==> config.mk <==
export PLATFORM = sky130hd
export DESIGN_NAME = tplc_cell
export DESIGN_NICKNAME = d
export VERILOG_FILES = /design/src/design/tplc_pkg.sv /design/src/design/tplc_cell.sv
export SDC_FILE = /design/constraint.sdc
export NUM_CORES = 1
export LEC_CHECK = 0
export BUFFER_PORTS_ARGS = -buffer_cell sky130_fd_sc_hd__clkbuf_2
export CORE_AREA = 5 5 114 116
export CTS_CLUSTER_DIAMETER = 60
export CTS_CLUSTER_SIZE = 40
export DETAILED_ROUTE_END_ITERATION = 10
export DIE_AREA = 0 0 119 121
export PLACE_DENSITY = 0.68
export SLEW_MARGIN = 20
export SYNTH_ARGS = -nofsm -noshare
export SYNTH_HDL_FRONTEND = slang
export SYNTH_SLANG_ARGS = --single-unit
export TNS_END_PERCENT = 50
==> constraint.sdc <==
create_clock -name clock -period 15 [get_ports clock]
set_input_delay 1.5 -clock clock [delete_from_list [all_inputs] [get_ports clock]]
set_output_delay 1.5 -clock clock [all_outputs]
set_load 0.01 [all_outputs]
==> src/design/tplc_pkg.sv <==
`default_nettype none
package tplc_pkg;

   localparam int KEY_W = 31;
   localparam int VALUE_W = 31;

   localparam logic CMD_LOOKUP = 1'b0;
   localparam logic CMD_INSERT = 1'b1;

   typedef enum logic {
      ST_IDLE,
      ST_UPDATE
   } state_type;

   // One cache entry as held by a cell of the recency chain.
   typedef struct packed {
      logic               valid;
      logic               high;
      logic [KEY_W-1:0]   key;
      logic [VALUE_W-1:0] value;
   } entry_type;

   // Broadcast from the controller to every cell on an update cycle.
   typedef struct packed {
      logic      update;
      entry_type new_entry;
   } cell_ctrl_type;

endpackage
`default_nettype wire

==> src/design/tplc_cell.sv <==
`default_nettype none
module tplc_cell
   import tplc_pkg::*;
#(
   parameter int IDX_W = 6,
   parameter int INDEX = 0
) (
   input  wire logic               clock,
   input  wire logic               reset,
   input  wire cell_ctrl_type      ctrl,
   input  wire logic [IDX_W-1:0]   src_pos,
   input  wire logic [IDX_W-1:0]   dst_pos,
   input  wire entry_type          left_entry,
   input  wire entry_type          right_entry,
   input  wire logic [KEY_W-1:0]   lookup_key,
   output entry_type               entry_out,
   output logic                    match
);

   localparam logic [IDX_W-1:0] MY_POS = IDX_W'(INDEX);

   entry_type entry_ff;
   entry_type entry_in;

   // The moved entry lands at dst_pos; the cells between it and src_pos
   // close the gap by taking their neighbour's entry.
   always_comb begin
      entry_in = entry_ff;
      if (ctrl.update) begin
         if (MY_POS == dst_pos) begin
            entry_in = ctrl.new_entry;
         end else if (MY_POS > dst_pos && MY_POS <= src_pos) begin
            entry_in = left_entry;
         end else if (MY_POS >= src_pos && MY_POS < dst_pos) begin
            entry_in = right_entry;
         end
      end
   end

   // Only the valid bit is cleared by reset; the payload is don't-care
   // while the cell is empty.
   always_ff @(posedge clock) begin
      if (reset) begin
         entry_ff.valid <= 1'b0;
      end else begin
         entry_ff.valid <= entry_in.valid;
      end
      entry_ff.high  <= entry_in.high;
      entry_ff.key   <= entry_in.key;
      entry_ff.value <= entry_in.value;
   end

   assign entry_out = entry_ff;
   assign match     = entry_ff.valid && (entry_ff.key == lookup_key);

endmodule
`default_nettype wire

==> results of run 1 <==
[report_power, final]
part	internal [W]	switching, W	total [W]
Combinational	0.0000308	0.0000154	0.0000463
Sequential	0.000199	0.00000111	0.000200
Clock	0.000133	0.0000716	0.000205
Total	0.000363	0.0000881	0.000451
[cells by family (layout without fill, tap and decap cells)]
kind of cell / after synthesis / in the layout / synth area share
muxes: 64 / 64 / 0.266
DFF: 64 / 64 / 0.587
xor gates and xnor gates: 27 / 27 / 0.0726
and+or+nand+nor: 20 / 20 / 0.0342
buffers and inverters: 11 / 259 / 0.0238
AOI/OAI and AO/OA: 7 / 7 / 0.0161
[metrics by stage]
step	hold WS [ns]	instances	setup slack (ns)
2_1_floorplan	0.538	193	7.69
3_3_place_gp	0.537	572	10.66
5_1_grt	0.583	588	10.57
3_5_place_dp	0.547	572	10.65
4_1_cts	0.557	588	10.63
6_report	0.553	588	10.66
[worst max-delay path by stage]
stage | endpoint | slack [ns] | start | cells after the start
2_1_floorplan | entry_out[0]$_DFFE_PP_ | 7.69 | dst_pos[5] | 5
3_3_place_gp | match | 10.66 | lookup_key[13] | 6
3_5_place_dp | match | 10.65 | lookup_key[13] | 6
4_1_cts | match | 10.63 | lookup_key[13] | 6
5_1_grt | match | 10.57 | lookup_key[13] | 6
6_report | match | 10.66 | lookup_key[13] | 6
[worst max-delay path, delay by kind of cell]
| family | cells | cell delay, ns |
|---|---|---|
| xor+xnor | 1 | 0.15 |
| buf+inv | 2 | 0.28 |
| simple gates | 3 | 0.92 |
[layer usage]
layer / GRT usage / vias up / wire length [um]
li1: - / 1226 / -
met3: 0.0420 / 10 / 896
met4: 0.0565 / 0 / 147
met1: 0.132 / 1158 / 3390
met2: 0.205 / 152 / 4340
met5: 0 / - / 0
[cells in the final DEF (no fill, tap or decap), types with 2 or more instances in the layout]
cell type / n
clkbuf_16: 9
nand2_1: 2
edfxtp_1: 63
mux2_2: 24
nand4_1: 2
clkbuf_1: 3
xor2_1: 24
inv_1: 4
xnor2_1: 3
nor4_1: 9
mux2_4: 39
clkbuf_2: 238
nor2_1: 3
[cell type report]
type / instances / area, um^2
multi-input combinational: 118 / 1280
inverter: 4 / 15.0
fill: 1106 / 6920
timing repair buffer: 239 / 1200
clock inverter: 3 / 42.5
sequential: 64 / 1910
clock buffer: 13 / 250
tap: 147 / 184
==> results.json, run 1 <==
{
  "worst-setup-path-type": "input pin to output pin",
  "post-route-period-util": 0.290,
  "die_h_um": 121,
  "dr.pass1.iters": 4,
  "holdPathEnd": "entry_out[63]$_SDFFE_PP0P_",
  "drive_above_1_share": 0.719,
  "fin_setup_tns_ns": 0,
  "cpPeakStageDelay_ns": 0.44,
  "worst_slew_pin_slew_ns": 1.09,
  "first_global_vias": 2850,
  "p_leak_nw": 2.37,
  "slew-limit-headroom": 0.272,
  "synth.net_count": 431,
  "end_kind": "output pin",
  "maxSlewViolCount": 0,
  "ir_worst_vdd_mv": 0.0388,
  "grt_max_degree": 67,
  "overflow": 0,
  "crit_chain": "clkbuf_2 -> xor2_1 -> nor4_1 -> nand4_1 -> nor4_1 -> clkbuf_2",
  "final_util": 0.414,
  "place_congestion": 0.798,
  "ant_nets": 0,
  "total_power_w": 0.000451,
  "fp.coreArea_mm2": 0.0118,
  "synth_area_per_cell_um2": 16.9,
  "r2r_start": "entry_out[63]$_SDFFE_PP0P_",
  "start_util": 0.276,
  "status": "completed",
  "hold_viol": 0,
  "path_clk_slew_ns": 0.05,
  "io_pins": 303,
  "die-width_um": 119,
  "synth.largest_area_cell": "edfxtp_1",
  "cap_violations": 0,
  "rrSetupSlack_ns": 14.01,
  "synthCells": 193,
  "cts_root_buffer": "clkbuf_16",
  "synth-seq-cells": 64,
  "routed_wl_um": 8780,
  "fin_worst_skew_ns": 0,
  "cp_slowest_cell": "nor4_1",
  "cp_max_fo": 1,
  "synth_top_area_share": 0.581,
  "synth-main-ff-cell": "edfxtp_1",
  "nets": 674,
  "worstPathArrival_ns": 2.84,
  "clk_path_buf_depth": 2,
  "antenna_found_initial": 0,
  "cp-start-kind": "input pin",
  "dieArea_mm2": 0.0144,
  "cts_made_buffers": 9,
  "synth_most_common_cell": "edfxtp_1",
  "drtIter0Drc": 35,
  "critPathRequiredTime_ns": 13.50,
  "period_minus_slack_ns": 4.34,
  "vias": 2546,
  "cellPowerDensity_mw_per_mm2": 92.3,
  "area_delta_synth_final_pct": 50.1,
  "design_area_mm2": 0.00489,
  "hold_path_startpoint": "entry_out[63]$_SDFFE_PP0P_",
  "ys_seq_area_frac": 0.587,
  "grt_usage": 0.119,
  "yosysWarnings": 0,
  "setup_viol": 0,
  "r2r_end": "entry_out[63]$_SDFFE_PP0P_",
  "hold_path.class": "flop to flop",
  "ctsHoldBuffers": 0,
  "ff2ff_path_depth": 2,
  "drc": 0,
  "port_buffers": 238,
  "place_area_mm2": 0.00459,
  "grt_pass1_wl_um": 13600,
  "routedWlPerCell_um": 14.9,
  "ys_top_cells_by_count": "63 x edfxtp_1, 39 x mux2_4, 24 x mux2_2, 24 x xor2_1, 9 x nor4_1",
  "async_flop_share": 0,
  "vias_per_cell": 4.33,
  "syn_area_mm2": 0.00326,
  "largest_register_ff_count": 64,
  "rows": 40,
  "synthTopCellsByArea": "edfxtp_1 58%, mux2_4 18%, mux2_2 8.3%",
  "ctsResizeCount": 0,
  "htree_levels": 3,
  "cts_setup_buffers": 0,
  "clk_latency_ns": 0.32,
  "synth.distinct_cells": 24,
  "grt_setup_unrepaired": "false",
  "cts.sinks": 64,
  "diodes": 0,
  "whs_path_depth": 2,
  "synth_edf_count": 63,
  "timing.fmax_ghz": 0.230,
  "place_hpwl_um": 7060,
  "cts_tree": "built"
}
(Power assumes the default switching activity.)
==> run 2, diff against run 1 <==
Settings changed: CORE_AREA 5 5 114 116 to 5 5 113 115, DIE_AREA 0 0 119 121 to 0 0 118 120, PLACE_DENSITY 0.68 to 0.72.
Clock period 15 ns to 3.9 ns, I/O delays scaled along.
==> results.json, run 2 (synthesis results as in run 1) <==
{
  "routed_wl_um": 8970,
  "area_delta_synth_final_pct": 49.2,
  "routedWlPerCell_um": 15.2,
  "pre_cts_slack_ns": 1.20,
  "clk_path_buf_depth": 2,
  "vias_per_cell": 4.31,
  "hold_path.class": "input pin to flop",
  "grt_max_degree": 64,
  "setup_slack_ns": 1.56,
  "htree_levels": 3,
  "status": "completed",
  "fill_cells": 1112,
  "final_common_cell": "clkbuf_2",
  "largest_register_ff_count": 64,
  "worst-setup-path-type": "flop to output pin",
  "p_leak_nw": 2.37,
  "setup_viol": 0,
  "fin_worst_skew_ns": 0,
  "ir_worst_vdd_mv": 0.153,
  "total_power_w": 0.00164,
  "period_minus_slack_ns": 2.34,
  "drc": 0,
  "die_h_um": 120,
  "hold_viol": 0,
  "cts_setup_buffers": 0,
  "antenna_found_initial": 0,
  "drive_above_1_share": 0.719,
  "cts_made_buffers": 9,
  "cellPowerDensity_mw_per_mm2": 338,
  "critPathRequiredTime_ns": 3.51,
  "dr.pass1.iters": 4,
  "end_kind": "output pin",
  "maxSlewViolCount": 0,
  "io_pins": 303,
  "timing.fmax_ghz": 0.427,
  "cp_max_fo": 2,
  "cp-start-kind": "flop",
  "overflow": 0,
  "place_hpwl_um": 7380,
  "fp.coreArea_mm2": 0.0117,
  "grt_setup_unrepaired": "false",
  "cap_violations": 0,
  "first_global_vias": 2823,
  "fin_setup_tns_ns": 0,
  "worst_slew_pin_slew_ns": 0.779,
  "cts_root_buffer": "clkbuf_16",
  "ant_nets": 0,
  "port_buffers": 238,
  "diodes": 0,
  "nets": 675,
  "slew-limit-headroom": 0.480,
  "post-route-period-util": 0.601,
  "drtIter0Drc": 54,
  "ctsHoldBuffers": 0,
  "worstPathArrival_ns": 1.95,
  "cts_tree": "built",
  "hold_slack_ns": 0.232,
  "grt_usage": 0.124,
  "clk_latency_ns": 0.32,
  "vias": 2537,
  "rows": 40,
  "start_util": 0.278,
  "grt_pass1_wl_um": 13900,
  "ctsResizeCount": 0,
  "place_congestion": 0.816,
  "final_cell_mix": "238 x clkbuf_2, 63 x edfxtp_1, 39 x mux2_4",
  "dieArea_mm2": 0.0142,
  "cts.sinks": 64,
  "die-width_um": 118,
  "path_clk_slew_ns": 0.06
}
==> run 2: cell types whose count changed in the layout (fill, tap and decap cells not counted) <==
cell and delta:
buf_4 +1, bufinv_16 -1, clkbuf_1 -1, clkbuf_8 -1, clkinv_1 +1, clkinv_2 +3
clkinvlp_4 -1
==> run 2: cell type report <==
type	instances	area, um^2	share of cell area
multi-input cells	118	1280	0.264
flip-flops and latches	64	1910	0.394
inverters	4	15.0	0.00309
clock inverters	5	23.8	0.00489
repair buffers	240	1210	0.248
well taps	147	184	0.0379
clock buffers	11	233	0.0479
==> run 2: final timing paths <==
kind	endpoint	from	cells past startpoint	slack, ns
setup / recovery	match	entry_out[31]$_DFFE_PP_	5	1.56
hold reg to reg	entry_out[63]$_SDFFE_PP0P_	entry_out[63]$_SDFFE_PP0P_	2	0.55
hold / removal	entry_out[63]$_SDFFE_PP0P_	reset	2	0.23
setup reg to reg	entry_out[63]$_SDFFE_PP0P_	entry_out[63]$_SDFFE_PP0P_	2	2.92
==> run 2: report_power, final <==
part | internal [W] | switching, W
logic | 0.000118 | 0.0000601
registers | 0.000767 | 0.00000415
clock network | 0.000423 | 0.000271
total | 0.00131 | 0.000335
==> run 2: worst max-delay path, stage by stage (launching register included) <==
cell and delay [ns]:
edfxtp_1 0.41, xor2_1 0.16, nor4_1 0.43, nand4_1 0.20
nor4_1 0.24, clkbuf_2 0.19
==> run 2: per-layer routing <==
metal  wire (um)  up-vias  global-route usage
met3         977        9              0.0608
met1        3310     1150               0.128
met4         126        0              0.0437
met2        4560      150               0.219
li1            -     1228                   -
met5           0        -                   0
==> run 2: per-stage QoR <==
stage	utilization	area, um^2	instances
2_1_floorplan	-	3260	193
3_3_place_gp	0.393	4600	573
3_5_place_dp	0.393	4600	573
4_1_cts	0.415	4860	589
5_1_grt	0.415	4860	589
6_report	0.415	4860	589
==> run 3, diff against run 2 <==
Settings changed: CORE_AREA 5 5 113 115 to 5 5 115 117, DIE_AREA 0 0 118 120 to 0 0 120 122, PLACE_DENSITY 0.72 to 0.67.
Clock period 3.9 ns to 2.2 ns, I/O delays scaled along.
==> results.json, run 3 (synthesis results as in run 1) <==
{
  "hold_viol": 0,
  "routed_wl_um": 8910,
  "period_minus_slack_ns": 2.03,
  "p_clk_frac": 0.425,
  "antenna_found_initial": 0,
  "cts_setup_buffers": 0,
  "overflow": 0,
  "pre_cts_slack_ns": 0.298,
  "cts_root_buffer": "clkbuf_16",
  "largest_register_ff_count": 64,
  "p_sw_w": 0.000612,
  "cp_max_fo": 2,
  "io_pins": 303,
  "worst-setup-path-type": "flop to output pin",
  "hold_path.class": "input pin to flop",
  "port_buffers": 238,
  "start_util": 0.266,
  "ant_nets": 0,
  "drc": 0,
  "cts_made_buffers": 9,
  "diodes": 0,
  "cp-start-kind": "flop",
  "cts_tree": "built",
  "place_congestion": 0.814,
  "ff2ff_path_depth": 2,
  "worstPathArrival_ns": 1.81,
  "grt_pass1_wl_um": 13500,
  "ir_worst_vdd_mv": 0.240,
  "grt_setup_unrepaired": "true",
  "routedWlPerCell_um": 15.0,
  "vias_per_cell": 4.31,
  "setup_viol": 0,
  "r2r_end": "entry_out[63]$_SDFFE_PP0P_",
  "cellPowerDensity_mw_per_mm2": 595,
  "clk_path_buf_depth": 2,
  "grt_usage": 0.120,
  "final_common_cell": "clkbuf_2",
  "cts.sinks": 64,
  "startpoint": "entry_out[44]$_DFFE_PP_",
  "design_area_mm2": 0.00493,
  "timing.fmax_ghz": 0.493,
  "setup_slack_ns": 0.170,
  "total_power_w": 0.00294,
  "hold_slack_ns": 0.0604,
  "setup.worst_path.end": "match",
  "place_area_mm2": 0.00465,
  "nets": 676,
  "worst_slew_pin_slew_ns": 0.454,
  "fp.coreArea_mm2": 0.0123,
  "path_clk_slew_ns": 0.06,
  "drive_above_1_share": 0.727,
  "htree_levels": 3,
  "first_global_vias": 2907,
  "rows": 41,
  "internal_power_w": 0.00232,
  "vias": 2558,
  "place_hpwl_um": 7290,
  "grt_max_degree": 64,
  "area_delta_synth_final_pct": 51.5,
  "cap_violations": 0,
  "final_cell_mix": "237 x clkbuf_2, 63 x edfxtp_1, 39 x mux2_4",
  "p_leak_nw": 2.38,
  "p_comb_frac": 0.110,
  "drtIter0Drc": 57,
  "clk_latency_ns": 0.32,
  "dieArea_mm2": 0.0146,
  "maxSlewViolCount": 0,
  "fin_setup_tns_ns": 0,
  "status": "completed",
  "swShare": 0.209,
  "r2r_start": "entry_out[63]$_SDFFE_PP0P_",
  "dr.pass1.iters": 4,
  "rrSetupSlack_ns": 1.20,
  "die-width_um": 120,
  "fin_worst_skew_ns": 0,
  "critPathRequiredTime_ns": 1.98,
  "slew-limit-headroom": 0.698,
  "die_h_um": 122,
  "post-route-period-util": 0.923,
  "end_kind": "output pin",
  "p_seq_frac": 0.465
}
## run 3: cell types whose count changed in the layout (fill, tap and decap cells not counted), moves of 2 or more
| cell | delta |
|---|---|
| buf_12 | +2 |
| clkinv_2 | -3 |
| clkinvlp_4 | +2 |
| nor4_1 | -3 |
| nor4_2 | +2 |
## run 3: power groups by stage
stage	Combinational (W)	Clock (W)	Sequential [W]
after floorplan	0.000124	0	0.00140
after global placement	0.000316	0	0.00139
after detailed placement	0.000323	0	0.00139
after CTS	0.000328	0.00131	0.00137
after global routing	0.000353	0.00137	0.00137
final	0.000322	0.00125	0.00137
## run 3: stage by stage
stage                     utilization  cells
after floorplan                     -    193
after global placement          0.380    577
after detailed placement        0.380    577
after CTS                       0.402    593
after global routing            0.402    593
final                           0.402    593
## run 3: area by class of cell
class | instances | area (um^2)
Fill cell | 1182 | 7330
Clock inverter | 6 | 36.3
Inverter | 4 | 15.0
Multi-Input combinational cell | 118 | 1310
Sequential cell | 64 | 1910
Tap cell | 150 | 188
Timing Repair Buffer | 241 | 1240
Clock buffer | 10 | 229
## run 3: repair_timing
action | in CTS | in global routing
setup endpoints to repair | 1 | 1
hold buffers | 0 | 0
gates resized for setup | 1 | 2
## run 3: worst max-delay path, cell delays in order (launching register included)
cell and delay, ns:
edfxtp_1 0.40, xor2_1 0.17, nor4_2 0.34, nand4_1 0.21, nor4_2 0.19, buf_2 0.18
## run 3: worst min path at each step
stage	cells past startpoint	from	endpoint	slack, ns
global route	2	reset	entry_out[63]$_SDFFE_PP0P_	0.05
detailed placement	2	reset	entry_out[63]$_SDFFE_PP0P_	0.40
finish	2	reset	entry_out[63]$_SDFFE_PP0P_	0.06
CTS	2	reset	entry_out[63]$_SDFFE_PP0P_	0.04
floorplan	1	reset	entry_out[63]$_SDFFE_PP0P_	0.30
global placement	2	reset	entry_out[63]$_SDFFE_PP0P_	0.39
## run 3: routing by layer
metal | part of all wire | GRT usage | wire length [um] | vias up
li1 | - | - | - | 1228
met4 | 0.018 | 0.0558 | 156 | 0
met3 | 0.12 | 0.0483 | 1060 | 9
met2 | 0.51 | 0.213 | 4530 | 154
met1 | 0.36 | 0.123 | 3170 | 1167
met5 | 0 | 0 | 0 | -
